`src/hdl/dda_line_rasterizer_macros.svh`:
```
// ----------------------------------------------------------------------------
// dda_line_rasterizer_macros.svh
// Assertion macros shared by the line rasterizer modules.
// ----------------------------------------------------------------------------
`ifndef DDA_LINE_RASTERIZER_MACROS_SVH
`define DDA_LINE_RASTERIZER_MACROS_SVH

// Same-cycle implication, disabled during reset.
`define DDA_ASSERT_SAME(label, clk, rst, pre, post) \
   label: assert property (@(posedge clk) disable iff (rst) (pre) |-> (post)) \
      else $error("dda_line_rasterizer: same-cycle check failed");

// Next-cycle implication, disabled during reset.
`define DDA_ASSERT_NEXT(label, clk, rst, pre, post) \
   label: assert property (@(posedge clk) disable iff (rst) (pre) |=> (post)) \
      else $error("dda_line_rasterizer: next-cycle check failed");

`endif

```
`src/hdl/dda_pkg.sv`:
```
// ----------------------------------------------------------------------------
// dda_pkg
// Types and constants shared by the DDA line rasterizer modules.
// ----------------------------------------------------------------------------
package dda_pkg;

   localparam int COORD_BITS   = 11;
   localparam int FRAC_DEFAULT = 16;
   localparam int QUEUE_DEPTH  = 2;

   localparam logic KIND_START = 1'b0;
   localparam logic KIND_STEP  = 1'b1;

   typedef struct packed {
      logic                  kind;
      logic [COORD_BITS-1:0] start_x;
      logic [COORD_BITS-1:0] start_y;
      logic [COORD_BITS-1:0] end_x;
      logic [COORD_BITS-1:0] end_y;
   } req_type;

   typedef struct packed {
      logic [COORD_BITS-1:0] pixel_x;
      logic [COORD_BITS-1:0] pixel_y;
      logic                  last_pixel;
      logic                  pixel_valid;
   } rsp_type;

   // Classified command handed from front to back.
   typedef struct packed {
      logic                  kind;
      logic [COORD_BITS-1:0] start_x;
      logic [COORD_BITS-1:0] start_y;
      logic [COORD_BITS-1:0] mag_x;
      logic [COORD_BITS-1:0] mag_y;
      logic                  neg_x;
      logic                  neg_y;
      logic [COORD_BITS-1:0] len;
   } cmd_type;

   typedef struct packed {
      logic    push;
      cmd_type data;
   } push_type;

   typedef struct packed {
      logic    valid;
      cmd_type data;
   } head_type;

endpackage

```
`src/hdl/dda_front.sv`:
```
// ----------------------------------------------------------------------------
// dda_front
// Accepts request items, derives line deltas and length, pushes commands.
// ----------------------------------------------------------------------------
module dda_front (
   input  logic              req_valid,
   output logic              req_ready,
   input  dda_pkg::req_type  req_data,
   input  logic              queue_full,
   output dda_pkg::push_type push_out
);

   localparam int CB = dda_pkg::COORD_BITS;

   logic signed [CB:0] dx;
   logic signed [CB:0] dy;
   logic [CB-1:0]      ax;
   logic [CB-1:0]      ay;

   always_comb begin
      dx = $signed({1'b0, req_data.end_x}) - $signed({1'b0, req_data.start_x});
      dy = $signed({1'b0, req_data.end_y}) - $signed({1'b0, req_data.start_y});
      ax = dx[CB] ? CB'(-dx) : dx[CB-1:0];
      ay = dy[CB] ? CB'(-dy) : dy[CB-1:0];
   end

   assign req_ready = !queue_full;

   always_comb begin
      push_out.push         = req_valid && !queue_full;
      push_out.data.kind    = req_data.kind;
      push_out.data.start_x = req_data.start_x;
      push_out.data.start_y = req_data.start_y;
      push_out.data.mag_x   = ax;
      push_out.data.mag_y   = ay;
      push_out.data.neg_x   = dx[CB];
      push_out.data.neg_y   = dy[CB];
      push_out.data.len     = (ax > ay) ? ax : ay;
   end

endmodule

```
`src/hdl/dda_queue.sv`:
```
// ----------------------------------------------------------------------------
// dda_queue
// Short first-word-fall-through command queue between front and back.
// ----------------------------------------------------------------------------
`include "dda_line_rasterizer_macros.svh"

module dda_queue (
   input  logic              clock,
   input  logic              reset,
   input  dda_pkg::push_type push_in,
   output logic              full,
   output dda_pkg::head_type head,
   input  logic              pop
);

   localparam int DEPTH = dda_pkg::QUEUE_DEPTH;
   localparam int PTR_W = (DEPTH > 1) ? $clog2(DEPTH) : 1;
   localparam int CNT_W = $clog2(DEPTH + 1);

   dda_pkg::cmd_type  entry_ff [DEPTH];
   logic [PTR_W-1:0]  wr_ptr_ff, wr_ptr_in;
   logic [PTR_W-1:0]  rd_ptr_ff, rd_ptr_in;
   logic [CNT_W-1:0]  count_ff,  count_in;
   logic              do_push;
   logic              do_pop;

   assign full       = (count_ff == CNT_W'(DEPTH));
   assign head.valid = (count_ff != '0);
   assign head.data  = entry_ff[rd_ptr_ff];
   assign do_push    = push_in.push && !full;
   assign do_pop     = pop && head.valid;

   always_comb begin
      wr_ptr_in = wr_ptr_ff;
      rd_ptr_in = rd_ptr_ff;
      count_in  = count_ff;
      if (do_push) begin
         wr_ptr_in = (wr_ptr_ff == PTR_W'(DEPTH - 1)) ? '0 : wr_ptr_ff + 1'b1;
      end
      if (do_pop) begin
         rd_ptr_in = (rd_ptr_ff == PTR_W'(DEPTH - 1)) ? '0 : rd_ptr_ff + 1'b1;
      end
      if (do_push && !do_pop) begin
         count_in = count_ff + 1'b1;
      end else if (do_pop && !do_push) begin
         count_in = count_ff - 1'b1;
      end
   end

   always_ff @(posedge clock) begin
      if (reset) begin
         wr_ptr_ff <= '0;
         rd_ptr_ff <= '0;
         count_ff  <= '0;
      end else begin
         wr_ptr_ff <= wr_ptr_in;
         rd_ptr_ff <= rd_ptr_in;
         count_ff  <= count_in;
      end
   end

   always_ff @(posedge clock) begin
      if (do_push) begin
         entry_ff[wr_ptr_ff] <= push_in.data;
      end
   end

   // Occupancy must track the pointer distance.
   `DDA_ASSERT_SAME(a_queue_count_ptrs, clock, reset,
      (count_ff == '0) || (count_ff == CNT_W'(DEPTH)),
      wr_ptr_ff == rd_ptr_ff)

endmodule

```
`src/hdl/dda_back.sv`:
```
// ----------------------------------------------------------------------------
// dda_back
// Executes commands: divides for the per-step increments, steps the
// fixed-point position and holds the result in an output register.
// ----------------------------------------------------------------------------
`include "dda_line_rasterizer_macros.svh"

module dda_back #(
   parameter int FRAC_BITS = dda_pkg::FRAC_DEFAULT
) (
   input  logic              clock,
   input  logic              reset,
   input  dda_pkg::head_type head,
   output logic              pop,
   output logic              rsp_valid,
   input  logic              rsp_ready,
   output dda_pkg::rsp_type  rsp_data
);

   localparam int CB     = dda_pkg::COORD_BITS;
   localparam int POS_W  = CB + FRAC_BITS + 1;
   localparam int STEP_W = FRAC_BITS + 2;
   localparam int Q_W    = FRAC_BITS + 1;
   localparam int R_W    = CB + 1;
   localparam int CNT_W  = $clog2(FRAC_BITS + 1);
   localparam logic [POS_W:0] HALF = (POS_W + 1)'(1) << (FRAC_BITS - 1);

   typedef enum logic [1:0] {
      S_IDLE = 2'b01,
      S_DIV  = 2'b10
   } back_state_type;

   back_state_type     state_ff, state_in;
   logic [POS_W-1:0]   pos_x_ff, pos_x_in;
   logic [POS_W-1:0]   pos_y_ff, pos_y_in;
   logic [STEP_W-1:0]  step_x_ff, step_x_in;
   logic [STEP_W-1:0]  step_y_ff, step_y_in;
   logic [CB-1:0]      steps_left_ff, steps_left_in;
   logic               line_active_ff, line_active_in;
   logic               rsp_valid_ff, rsp_valid_in;
   dda_pkg::rsp_type   rsp_ff, rsp_in;

   // Divider state
   logic [CNT_W-1:0]   cnt_ff, cnt_in;
   logic [R_W-1:0]     rem_x_ff, rem_x_in;
   logic [R_W-1:0]     rem_y_ff, rem_y_in;
   logic [Q_W-1:0]     quo_x_ff, quo_x_in;
   logic [Q_W-1:0]     quo_y_ff, quo_y_in;
   logic [CB-1:0]      mag_x_ff, mag_x_in;
   logic [CB-1:0]      mag_y_ff, mag_y_in;
   logic [CB-1:0]      len_ff, len_in;
   logic               neg_x_ff, neg_x_in;
   logic               neg_y_ff, neg_y_in;

   logic               out_free;
   logic [R_W-1:0]     trial_x, trial_y;
   logic               ge_x, ge_y;
   logic [Q_W-1:0]     quo_x_next, quo_y_next;
   logic [POS_W-1:0]   pos_x_step, pos_y_step;
   logic [POS_W:0]     round_x, round_y;
   logic [CB-1:0]      pix_x, pix_y;

   assign out_free  = !rsp_valid_ff || rsp_ready;
   assign pop       = (state_ff == S_IDLE) && head.valid && out_free;
   assign rsp_valid = rsp_valid_ff;
   assign rsp_data  = rsp_ff;

   // One restoring division bit per cycle for both axes; remainder stays below len.
   always_comb begin
      trial_x    = (cnt_ff == '0) ? {1'b0, mag_x_ff} : {rem_x_ff[R_W-2:0], 1'b0};
      trial_y    = (cnt_ff == '0) ? {1'b0, mag_y_ff} : {rem_y_ff[R_W-2:0], 1'b0};
      ge_x       = (trial_x >= {1'b0, len_ff});
      ge_y       = (trial_y >= {1'b0, len_ff});
      quo_x_next = {quo_x_ff[Q_W-2:0], ge_x};
      quo_y_next = {quo_y_ff[Q_W-2:0], ge_y};
   end

   // Advance position and round half up; clamp negative positions to zero.
   always_comb begin
      pos_x_step = pos_x_ff + {{(POS_W - STEP_W){step_x_ff[STEP_W-1]}}, step_x_ff};
      pos_y_step = pos_y_ff + {{(POS_W - STEP_W){step_y_ff[STEP_W-1]}}, step_y_ff};
      round_x    = {1'b0, pos_x_step} + HALF;
      round_y    = {1'b0, pos_y_step} + HALF;
      pix_x      = pos_x_step[POS_W-1] ? '0 : round_x[FRAC_BITS+CB-1:FRAC_BITS];
      pix_y      = pos_y_step[POS_W-1] ? '0 : round_y[FRAC_BITS+CB-1:FRAC_BITS];
   end

   always_comb begin
      state_in       = state_ff;
      pos_x_in       = pos_x_ff;
      pos_y_in       = pos_y_ff;
      step_x_in      = step_x_ff;
      step_y_in      = step_y_ff;
      steps_left_in  = steps_left_ff;
      line_active_in = line_active_ff;
      rsp_valid_in   = rsp_valid_ff && !rsp_ready;
      rsp_in         = rsp_ff;
      cnt_in         = cnt_ff;
      rem_x_in       = rem_x_ff;
      rem_y_in       = rem_y_ff;
      quo_x_in       = quo_x_ff;
      quo_y_in       = quo_y_ff;
      mag_x_in       = mag_x_ff;
      mag_y_in       = mag_y_ff;
      len_in         = len_ff;
      neg_x_in       = neg_x_ff;
      neg_y_in       = neg_y_ff;

      case (state_ff)
         S_IDLE: begin
            if (pop) begin
               rsp_valid_in = 1'b1;
               if (head.data.kind == dda_pkg::KIND_START) begin
                  pos_x_in           = {1'b0, head.data.start_x, {FRAC_BITS{1'b0}}};
                  pos_y_in           = {1'b0, head.data.start_y, {FRAC_BITS{1'b0}}};
                  steps_left_in      = head.data.len;
                  line_active_in     = (head.data.len != '0);
                  step_x_in          = '0;
                  step_y_in          = '0;
                  rsp_in.pixel_x     = head.data.start_x;
                  rsp_in.pixel_y     = head.data.start_y;
                  rsp_in.last_pixel  = (head.data.len == '0);
                  rsp_in.pixel_valid = 1'b1;
                  mag_x_in           = head.data.mag_x;
                  mag_y_in           = head.data.mag_y;
                  len_in             = head.data.len;
                  neg_x_in           = head.data.neg_x;
                  neg_y_in           = head.data.neg_y;
                  cnt_in             = '0;
                  quo_x_in           = '0;
                  quo_y_in           = '0;
                  if (head.data.len != '0) begin
                     state_in = S_DIV;
                  end
               end else if (!line_active_ff || steps_left_ff == '0) begin
                  line_active_in     = 1'b0;
                  rsp_in.pixel_x     = '0;
                  rsp_in.pixel_y     = '0;
                  rsp_in.last_pixel  = 1'b0;
                  rsp_in.pixel_valid = 1'b0;
               end else begin
                  pos_x_in           = pos_x_step;
                  pos_y_in           = pos_y_step;
                  steps_left_in      = steps_left_ff - 1'b1;
                  line_active_in     = (steps_left_ff != CB'(1));
                  rsp_in.pixel_x     = pix_x;
                  rsp_in.pixel_y     = pix_y;
                  rsp_in.last_pixel  = (steps_left_ff == CB'(1));
                  rsp_in.pixel_valid = 1'b1;
               end
            end
         end
         S_DIV: begin
            rem_x_in = ge_x ? trial_x - {1'b0, len_ff} : trial_x;
            rem_y_in = ge_y ? trial_y - {1'b0, len_ff} : trial_y;
            quo_x_in = quo_x_next;
            quo_y_in = quo_y_next;
            cnt_in   = cnt_ff + 1'b1;
            if (cnt_ff == CNT_W'(FRAC_BITS)) begin
               // Apply the sign after truncating the magnitude.
               step_x_in = neg_x_ff ? STEP_W'(-{1'b0, quo_x_next}) : {1'b0, quo_x_next};
               step_y_in = neg_y_ff ? STEP_W'(-{1'b0, quo_y_next}) : {1'b0, quo_y_next};
               state_in  = S_IDLE;
            end
         end
         default: begin
            state_in = S_IDLE;
         end
      endcase
   end

   always_ff @(posedge clock) begin
      if (reset) begin
         state_ff       <= S_IDLE;
         pos_x_ff       <= '0;
         pos_y_ff       <= '0;
         step_x_ff      <= '0;
         step_y_ff      <= '0;
         steps_left_ff  <= '0;
         line_active_ff <= 1'b0;
         rsp_valid_ff   <= 1'b0;
         cnt_ff         <= '0;
      end else begin
         state_ff       <= state_in;
         pos_x_ff       <= pos_x_in;
         pos_y_ff       <= pos_y_in;
         step_x_ff      <= step_x_in;
         step_y_ff      <= step_y_in;
         steps_left_ff  <= steps_left_in;
         line_active_ff <= line_active_in;
         rsp_valid_ff   <= rsp_valid_in;
         cnt_ff         <= cnt_in;
      end
   end

   always_ff @(posedge clock) begin
      rsp_ff   <= rsp_in;
      rem_x_ff <= rem_x_in;
      rem_y_ff <= rem_y_in;
      quo_x_ff <= quo_x_in;
      quo_y_ff <= quo_y_in;
      mag_x_ff <= mag_x_in;
      mag_y_ff <= mag_y_in;
      len_ff   <= len_in;
      neg_x_ff <= neg_x_in;
      neg_y_ff <= neg_y_in;
   end

   `DDA_ASSERT_SAME(a_no_pop_while_div, clock, reset,
      state_ff == S_DIV, !pop)
   `DDA_ASSERT_SAME(a_active_has_steps, clock, reset,
      line_active_ff && state_ff == S_IDLE, steps_left_ff != '0)
   `DDA_ASSERT_SAME(a_invalid_pixel_zero, clock, reset,
      rsp_valid_ff && !rsp_ff.pixel_valid,
      rsp_ff.pixel_x == '0 && rsp_ff.pixel_y == '0 && !rsp_ff.last_pixel)
   `DDA_ASSERT_NEXT(a_start_sets_last, clock, reset,
      pop && head.data.kind == dda_pkg::KIND_START && head.data.len == '0,
      rsp_valid_ff && rsp_ff.last_pixel && !line_active_ff)

endmodule

```
`src/hdl/dda_line_rasterizer.sv`:
```
// ----------------------------------------------------------------------------
// dda_line_rasterizer
// DDA line rasterizer: start items set up a line, step items emit pixels.
// ----------------------------------------------------------------------------
// Usage:
//   req_* channel (valid/ready) carries one item: kind 0 starts a line from
//   start_x/start_y to end_x/end_y, kind 1 advances one pixel.
//   rsp_* channel (valid/ready) returns exactly one result per item: the
//   rounded pixel, a last mark on the endpoint, and pixel_valid low for a
//   step with no active line.
//   An accepted item passes through the command queue and then the output
//   register while the back end is idle and the receiver keeps up; a step
//   accepted right behind a start waits for the divider.
//   Step items sustain one per cycle while the back end is not dividing and
//   the receiver keeps up. A start item with nonzero length holds the back
//   end while the bit-serial divider forms both increments; the start pixel
//   is already on rsp_* during that time.
//   A two-entry command queue lets the front keep accepting items while
//   the back end divides or the receiver stalls; a stalled result is held
//   in the output register.
//   Synchronous reset clears the queue, drops any active line and empties
//   the output register.
// ----------------------------------------------------------------------------
module dda_line_rasterizer #(
   parameter int FRAC_BITS = dda_pkg::FRAC_DEFAULT
) (
   input  logic             clock,
   input  logic             reset,
   input  logic             req_valid,
   output logic             req_ready,
   input  dda_pkg::req_type req_data,
   output logic             rsp_valid,
   input  logic             rsp_ready,
   output dda_pkg::rsp_type rsp_data
);

   dda_pkg::push_type push;
   dda_pkg::head_type head;
   logic              queue_full;
   logic              pop;

   dda_front u_front (
      .req_valid  (req_valid),
      .req_ready  (req_ready),
      .req_data   (req_data),
      .queue_full (queue_full),
      .push_out   (push)
   );

   dda_queue u_queue (
      .clock   (clock),
      .reset   (reset),
      .push_in (push),
      .full    (queue_full),
      .head    (head),
      .pop     (pop)
   );

   dda_back #(
      .FRAC_BITS (FRAC_BITS)
   ) u_back (
      .clock     (clock),
      .reset     (reset),
      .head      (head),
      .pop       (pop),
      .rsp_valid (rsp_valid),
      .rsp_ready (rsp_ready),
      .rsp_data  (rsp_data)
   );

endmodule

```
`config.mk`:
```
export PLATFORM = sky130hd
export DESIGN_NAME = dda_line_rasterizer
export DESIGN_NICKNAME = d
export VERILOG_FILES = /design/src/hdl/dda_pkg.sv /design/src/hdl/dda_front.sv /design/src/hdl/dda_queue.sv /design/src/hdl/dda_back.sv /design/src/hdl/dda_line_rasterizer.sv
export VERILOG_INCLUDE_DIRS = /design/src /design/src/hdl
export SDC_FILE = /design/constraint.sdc
export NUM_CORES = 1
export LEC_CHECK = 0
export ABC_AREA = 1
export BUFFER_PORTS_ARGS = -buffer_cell sky130_fd_sc_hd__buf_2
export CAP_MARGIN = 20
export CORE_ASPECT_RATIO = 2
export CORE_UTILIZATION = 57
export DETAILED_ROUTE_END_ITERATION = 10
export PLACE_DENSITY = 0.76
export SETUP_SLACK_MARGIN = 0.3
export SLEW_MARGIN = 10
export SYNTH_ARGS = -nofsm -noshare
export SYNTH_HDL_FRONTEND = slang
export SYNTH_SLANG_ARGS = --single-unit
```
`constraint.sdc`:
```
create_clock -name clock -period 4.55 [get_ports clock]
set_input_delay 0.91 -clock clock [delete_from_list [all_inputs] [get_ports clock]]
set_output_delay 0.91 -clock clock [all_outputs]
set_load 0.005 [all_outputs]
```
==> summary.txt, run 1 <==
CTS
  • H-tree level count: 1
  • CTS tree: done
  • CTS Buf Count: 31
  • Cts hold-fix bufs: 0
  • # clock sinks: 346
  • Longest Clk Path Bufs: 3
  • Clk slew on worst S/H paths: 0.07 ns
  • Clock Latency Late Sink: 0.60 ns
  • CTS root buf: clkbuf_16

Die
  • Die area: 38,930 um2
  • Die extent in y: 278.1 um
  • Starting Density: 58.05%
  • IO Pins: 75
  • Site Rows: 100
  • Core area: 37,410 um2
  • Die width: 140.0 um

Setup path
  • Crit-path leading delay family: simple AND/OR/NAND/NOR gates
  • Max stage delay on crit path: 0.39 ns
  • CP bufs+invs: 6
  • Crit path max-delay cell type: xor2_1
  • Critical path type: input pin to register
  • Crit end category: register
  • Crit path arrival time: 4.47 ns
  • Setup crit start kind: input pin
  • Worst EP required: 4.87 ns
  • Worst-path cell chain: buf_2 -> inv_1 -> ha_1 -> a21oi_1 -> inv_1 -> nand2_1 -> nand3_1 -> xnor2_2 -> nand3_1 -> nand2_1 -> xor2_1 -> inv_1 -> ha_1 -> nand2_1 -> nor2_1 -> nand3_1 -> and3_1 -> inv_1 -> nand2_4 -> buf_4 -> nand2_1 -> o21ai_0
  • Worst Path Max Fanout: 7

Global route
  • GRT overflow: 0
  • Gr usage total: 31.09%
  • Largest net degree at the start of global routing: 86
  • Initial antenna violation count: 0
  • Global-route wire length before repair: 94,380 um
  • Vias in the first global route: 19,123

STA
  • Slew @ Worst Pin: 1.033 ns
  • Slew Limit Fails: 0
  • Max-slew headroom: 31.12%
  • Setup TNS: 0 ns
  • Maximum achievable frequency: 241.5 MHz
  • Final Hold Fails: 0
  • Fin crit share: 91.01%
  • Fin crit period: 4.141 ns
  • Final WS setup: 0.4090 ns
  • Clk_skew: 0.01179 ns
  • RSZ-0062 raised after global routing: yes
  • Final setup viols: 0

Pwr
  • Peak supply drop: 0.0005463 V
  • Clock power frac: 21.8%
  • Int Power: 7756 uW
  • Flop pwr share: 36.8%
  • PwrDens: 539.1 nW/um2
  • Switch share: 40.10%
  • Switching power: 5191 uW
  • Leak: 0.01096 uW
  • Power share of the combinational group: 41.4%

Logic synthesis
  • Post-Syn Instances: 2,801
  • Mapped Area: 21,720 um2
  • Synth Warn #: 0
  • EDFF count, synth: 229
  • Ys async rst share: 0%
  • Syn_area_per_cell: 7.754 um2
  • Seq/Total Area, Yosys: 42.45%
  • Synthesized flop and latch total: 346
  • Prevailing post-synth register cell: edfxtp_1
  • Syn_nets: 2,976
  • Distinct cells, synth: 58

Layout
  • Layout cells sized above 1: 12.54%
  • Final instance area: 24,020 um2
  • Layout net count: 3,076
  • Area taken by multi-input logic gates: 10,770 um2
  • Ant diodes: 0
  • Fillers: 3,256
  • Register Area: 9220 um2
  • P&R area growth vs syn: 10.58%

Drt
  • Via count: 19,024
  • DRT Wirelength: 60,110 um
  • DRT Pass-1 Iters: 7
  • Number of remaining DRC errors: 0
  • ANT nets after route: 0
  • Iter 0 DRT Violations: 1,097
  • Routed len/inst: 17.76 um
  • Vias per cell: 5.620

Place
  • Pre-CTS setup slack: -0.2366 ns
  • Area post-placement: 22,810 um2
  • Placed wire-length estimate: 46,320 um
  • Port-buffer cells: 74
  • Gpl congestion: 1.013

Run
  • Max_cap viols: 0

Worst hold path
  • Type of the worst min-delay path: register to register

Run status
  • Status: finished, final reports clean
==> cell usage after synthesis, types with 6 or more instances <==
master	instances	area share [%]
nand2_1	822	14
inv_1	397	6.9
edfxtp_1	229	32
a21oi_1	191	4.4
nor2_1	186	3.2
nand3_1	155	3.6
o21ai_0	124	2.9
ha_1	120	6.9
dfxtp_1	117	11
mux2_2	46	2.4
nand4_1	37	1.1
nand2_2	36	1.0
xor2_1	35	1.4
clkbuf_1	33	0.57
buf_2	25	0.58
nor2_2	24	0.69
nor3_1	22	0.51
a31oi_1	21	0.60
a21o_1	16	0.55
o21ai_1	15	0.35
inv_2	12	0.21
xnor2_1	12	0.48
a22oi_1	11	0.38
nand3b_1	11	0.38
or2_2	11	0.32
nand3_2	8	0.37
a211oi_1	6	0.21
fa_1	6	0.55
nor4_1	6	0.17
o31ai_1	6	0.21
==> power groups by stage <==
stage | combinational (uW) | clock, uW | sequential [uW]
floorplan | 3690 | 0 | 4690
global placement | 5100 | 0 | 4790
detailed placement | 5220 | 0 | 4820
CTS | 5260 | 2860 | 4750
global route | 5930 | 2970 | 4820
finish | 5360 | 2830 | 4760
==> cells in the final DEF (no fill, tap or decap), types with 31 or more instances in the layout <==
master     instances
mux2_2            46
nand2_1          817
buf_2             74
ha_1             118
o21ai_0          124
nand2_2           40
nor2_1           179
xor2_1            34
buf_4             54
dfxtp_1          116
edfxtp_1         229
nand3_1          155
nand4_1           37
a21oi_1          188
inv_1            396
clkbuf_16         31
==> routing by layer <==
metal  track usage, %  part of all wire [%]
met1            28.34                    34
met5                0                     0
met3            3.493                   3.7
met2            60.29                    54
met4            25.84                   8.8
==> stage by stage <==
| step | cells | total power [uW] | utilization (%) | hold WS [ns] |
|---|---|---|---|---|
| final | 3385 | 12950 | 64.19 | 0.4675 |
| after floorplan | 2801 | 8385 | - | 0.4257 |
| after global routing | 3385 | 13720 | 64.19 | 0.4822 |
| after detailed placement | 3324 | 10040 | 60.96 | 0.4559 |
| after global placement | 3324 | 9890 | 60.96 | 0.4300 |
| after CTS | 3382 | 12870 | 63.86 | 0.4664 |
==> registers in the layout (all words and copies together), names as in the netlist, 5 cells and up, named ones only <==
register / flops
u_back.rsp_data: 24
u_back.rem_x_ff: 11
u_back.step_y_ff: 18
u_back.steps_left_ff: 11
u_back.mag_x_ff: 11
u_back.quo_x_ff: 16
u_back.step_x_ff: 18
u_back.pos_x_ff: 28
u_back.quo_y_ff: 16
u_queue.entry_ff: 116
u_back.rem_y_ff: 11
u_back.len_ff: 11
u_back.cnt_ff: 5
u_back.mag_y_ff: 11
u_back.pos_y_ff: 28
==> cell type report <==
type | instances | share of cell area [%]
clock buffers | 34 | 3.277
flip-flops and latches | 346 | 38.39
repair buffers | 130 | 3.355
inverters | 413 | 6.476
multi-input cells | 1978 | 44.83
clock inverters | 24 | 1.245
well taps | 459 | 2.391
repair inverters | 1 | 0.03126
==> what timing repair did <==
action | 4_1_cts | 5_1_grt
resized for setup | 0 | 27
setup buffers | 0 | 2
endpoints found under the setup margin | 0 | 20
==> cells by family (layout without fill, tap and decap cells) <==
kind of cell	after synthesis	count (layout)	synth area share, %
AND/OR/NAND/NOR	1336	1336	26.24
XOR/XNOR	54	54	2.420
buffers and inverters	477	602	8.497
flip-flops	346	346	42.45
adder cells (fa/ha/maj)	126	126	7.466
multiplexers	48	48	2.477
AO/OA/AOI/OAI	414	414	10.46
==> worst paths after layout <==
kind,start,endpoint,slack (ns),depth (start not counted)
setup / recovery,req_data[25],u_queue.entry_ff[0][2],0.41,22
hold / removal,u_queue.rd_ptr_ff,register,0.47,1
setup reg to reg,u_back.cnt_ff[0],u_back.step_y_ff[16],0.60,25
hold reg to reg,u_queue.rd_ptr_ff,register,0.47,1
Note: power is estimated with default switching activity, not from simulation.
==> inputs of run 2 (changes only) <==
Settings changed: SYNTH_HIERARCHICAL set to 1.
==> run 2 against run 1 <==
Critical path type is now register to register. Maximum frequency grew 3.9%. First-iteration DRC count shrank 0.55%. Largest power group unchanged. Sequential share of layout area is 0.58 points lower. Non-clock buffer count decreased by 21. Global-route usage up 0.50 points.
==> summary.txt, run 2 <==
Run status
  • Status: finished, final reports clean (unchanged)

Layout
  • Top flop regs: u_queue/entry_ff: 116 flops, u_back/pos_x_ff: 28 flops, u_back/pos_y_ff: 28 flops (was u_queue.entry_ff: 116 flops, u_back.pos_x_ff: 28 flops, u_back.pos_y_ff: 28 flops)
  • Largest Register: u_queue/entry_ff (was u_queue.entry_ff)
  • Area taken by multi-input logic gates: 11,330 um2 (was 10,770 um2)
  • Layout net count: 3,080 (was 3,076)
  • Fin util: 62.85% (was 64.19%)
  • Final instance area: 24,390 um2 (was 24,020 um2)
  • Layout cells sized above 1: 14.48% (was 12.54%)
  • Fillers: 3,449 (was 3,256)
  • Max reg flops: 116 (unchanged)
  • Register Area: 9220 um2 (unchanged)
  • P&R area growth vs syn: 8.098% (was 10.58%)
  • Commonest non-fill, non-tap cell in the layout: nand2_1 (unchanged)
  • Most frequent cells in the layout: 778 x nand2_1, 384 x inv_1, 229 x edfxtp_1 (was 817 x nand2_1, 396 x inv_1, 229 x edfxtp_1)

STA
  • Slew Limit Fails: 0 (unchanged)
  • Slew @ Worst Pin: 0.8938 ns (was 1.033 ns)
  • Setup TNS: 0 ns (unchanged)
  • Maximum achievable frequency: 251.0 MHz (was 241.5 MHz)
  • RSZ-0062 raised after global routing: yes (unchanged)
  • Clk_skew: 0.01358 ns (was 0.01179 ns)
  • Fin crit period: 3.984 ns (was 4.141 ns)
  • Fin crit share: 87.57% (was 91.01%)
  • Final Hold Fails: 0 (unchanged)
  • Final setup viols: 0 (unchanged)
  • Max-slew headroom: 40.42% (was 31.12%)
  • Final WS setup: 0.5656 ns (was 0.4090 ns)

Pwr
  • Int Power: 8120 uW (was 7756 uW)
  • Clock power frac: 17.7% (was 21.8%)
  • Flop pwr share: 34.8% (was 36.8%)
  • Leak: 0.01105 uW (was 0.01096 uW)
  • Switch share: 43.52% (was 40.10%)
  • Power share of the combinational group: 47.5% (was 41.4%)
  • Peak supply drop: 0.0004259 V (was 0.0005463 V)
  • Switching power: 6256 uW (was 5191 uW)
  • Power Total: 14,380 uW (was 12,950 uW)
  • PwrDens: 589.5 nW/um2 (was 539.1 nW/um2)

Global route
  • Met3 Track Usage GR: 3.532% (was 3.493%)
  • Met2 global-route usage: 58.68% (was 60.29%)
  • Gr usage total: 31.60% (was 31.09%)
  • Vias in the first global route: 19,360 (was 19,123)
  • GRT overflow: 0 (unchanged)
  • GRT Max-Usage Layer: met2 (unchanged)
  • M1 GR Usage: 29.07% (was 28.34%)
  • Initial antenna violation count: 4 (was 0)
  • Global-route wire length before repair: 97,730 um (was 94,380 um)
  • Largest net degree at the start of global routing: 74 (was 86)

Logic synthesis
  • Syn_area_per_cell: 7.910 um2 (was 7.754 um2)
  • Synthesized flop and latch total: 346 (unchanged)
  • Synth top area share: 30.48% (was 31.66%)
  • Distinct cells, synth: 63 (was 58)
  • Ys async rst share: 0% (unchanged)
  • EDFF count, synth: 229 (unchanged)
  • Largest cells by area after synthesis: edfxtp_1 30%, nand2_1 13%, dfxtp_1 10%, ha_1 6.7%, inv_1 6.4% (was edfxtp_1 32%, nand2_1 14%, dfxtp_1 11%, ha_1 6.9%, inv_1 6.9%)
  • Mapped Area: 22,560 um2 (was 21,720 um2)
  • Seq/Total Area, Yosys: 40.87% (was 42.45%)
  • Most common cell in the netlist: nand2_1 (unchanged)
  • Syn_nets: 3,027 (was 2,976)
  • Post-Syn Instances: 2,852 (was 2,801)
  • Synth Warn #: 6 (was 0)
  • Yosys top cell by area: edfxtp_1 (unchanged)
  • Commonest cells in the netlist: 781 x nand2_1, 385 x inv_1, 229 x edfxtp_1 (was 822 x nand2_1, 397 x inv_1, 229 x edfxtp_1)
  • Prevailing post-synth register cell: edfxtp_1 (unchanged)

Setup path
  • R2r setup slk: 0.57 ns (was 0.60 ns)
  • Crit path arrival time: 4.51 ns (was 4.47 ns)
  • Worst Path Max Fanout: 5 (was 7)
  • Worst EP required: 5.08 ns (was 4.87 ns)
  • Setup crit start kind: register (was input pin)
  • Crit end category: register (unchanged)
  • Critical path type: register to register (was input pin to register)

Die
  • Starting Density: 58.15% (was 58.05%)
  • IO Pins: 75 (unchanged)
  • Die extent in y: 283.3 um (was 278.1 um)
  • Die width: 142.7 um (was 140.0 um)
  • Die area: 40,420 um2 (was 38,930 um2)
  • Site Rows: 102 (was 100)
  • Core area: 38,800 um2 (was 37,410 um2)

CTS
  • Longest Clk Path Bufs: 3 (unchanged)
  • CTS tree: done (unchanged)
  • CTS root buf: clkbuf_16 (unchanged)
  • Clk slew on worst S/H paths: 0.07 ns (about the same)
  • Clock Latency Late Sink: 0.60 ns (about the same)
  • # clock sinks: 346 (unchanged)
  • H-tree level count: 1 (unchanged)
  • Cts hold-fix bufs: 0 (unchanged)
  • CTS Buf Count: 31 (unchanged)

Drt
  • Iter 0 DRT Violations: 1,091 (was 1,097)
  • Routed len/inst: 18.10 um (was 17.76 um)
  • DRT Wirelength: 62,490 um (was 60,110 um)
  • Via count: 19,247 (was 19,024)
  • ANT nets after route: 0 (unchanged)
  • DRT Pass-1 Iters: 7 (unchanged)
  • Number of remaining DRC errors: 0 (unchanged)
  • Vias per cell: 5.574 (was 5.620)

Place
  • Area post-placement: 23,270 um2 (was 22,810 um2)
  • Placed wire-length estimate: 47,770 um (was 46,320 um)
  • Gpl congestion: 1.007 (was 1.013)
  • Pre-CTS setup slack: 0.05012 ns (was -0.2366 ns)
  • Port-buffer cells: 74 (unchanged)

Run
  • Max_cap viols: 0 (unchanged)

Worst hold path
  • Type of the worst min-delay path: register to register (unchanged)
-- run 2: cell count changes in the layout (fill, tap and decap cells not counted), moves of 8 or more --
cell     change
xor2_1      -11
a21oi_2     +22
inv_1       -12
inv_2       +11
mux2_2       -8
nand2_2     +35
nand2_1     -39
mux2_4      +20
a21oi_1     -39
a22oi_1     -11
buf_4       -22
a31oi_1     +16
-- run 2: power by group through the flow --
stage          sequential, uW  clock [uW]  combinational, uW
6_report                 5010        2540               6830
5_1_grt                  5080        2690               7520
4_1_cts                  5000        2600               6700
3_5_place_dp             5060           0               6650
3_3_place_gp             5020           0               6490
2_1_floorplan            4910           0               4890
-- run 2: timing repair --
action | in CTS | in global routing
setup endpoints to repair | 4 | 12
buffers inserted | 2 | 3
pin swaps | 0 | 2
gates resized for setup | 3 | 16
cloned | 1 | 1
-- run 2: through the flow --
| stage | std cells | hold slack [ns] |
|---|---|---|
| after CTS | 3443 | 0.4773 |
| after global routing | 3453 | 0.4932 |
| after global placement | 3383 | 0.4585 |
| after detailed placement | 3383 | 0.4663 |
| final | 3453 | 0.4780 |
| after floorplan | 2852 | 0.4480 |
-- run 2: final timing paths --
kind                        from              endpoint  cells past startpoint
max             u_back/cnt_ff[0]  u_back/step_x_ff[16]                     26
min          u_back/step_x_ff[8]   u_back/step_x_ff[8]                      2
max reg2reg     u_back/cnt_ff[0]  u_back/step_x_ff[16]                     26
min reg2reg  u_back/step_x_ff[8]   u_back/step_x_ff[8]                      2
-- run 2: cell type report --
| class | instances | area share [%] |
|---|---|---|
| clock inverter | 20 | 0.6311 |
| inverter | 411 | 6.347 |
| clock buffer | 37 | 3.273 |
| timing repair buffer | 109 | 2.709 |
| tap | 520 | 2.668 |
| antenna | 4 | 0.04105 |
| multi-input combinational | 2004 | 46.47 |
| sequential | 346 | 37.81 |
| timing repair inverter | 2 | 0.05131 |
-- run 2: kinds of logic (layout without fill, tap and decap cells) --
kind of cell    after synthesis  count (layout)  share of synthesized area (%)
flops                       346             346                          40.87
compound gates              413             413                          10.59
mux                          59              59                          3.272
buf+inv                     502             579                          9.251
xor+xnor                     45              45                          1.880
simple gates               1361            1361                          26.96
fa+ha+maj                   126             126                          7.188
other cells                   0               4                              0
-- run 2: critical path: stages, from the launching register on --
cell and delay [ns]:
dfxtp_1 0.36, inv_1 0.09, ha_1 0.24, nand3_4 0.16
clkinvlp_4 0.11, buf_4 0.16, nand2_1 0.06, ha_1 0.16
inv_1 0.08, fa_1 0.43, nand3_1 0.12, nand3_1 0.10
nand2_1 0.14, nand2_2 0.12, inv_2 0.07, ha_1 0.14
inv_1 0.07, nor3_2 0.18, nand3_1 0.13, nand2_1 0.11
nand2_1 0.09, nor2_2 0.15, a21oi_1 0.13, a21oi_1 0.17
xnor2_1 0.14, nand2_1 0.07, a21oi_1 0.12
-- run 2: per-layer routing --
metal,vias up,wire length (um),share of wire (%)
met1,8853,20330,33
met5,-,0,0
met3,276,2528,4.0
met2,637,33140,53
met4,0,6497,10
li1,9481,-,-
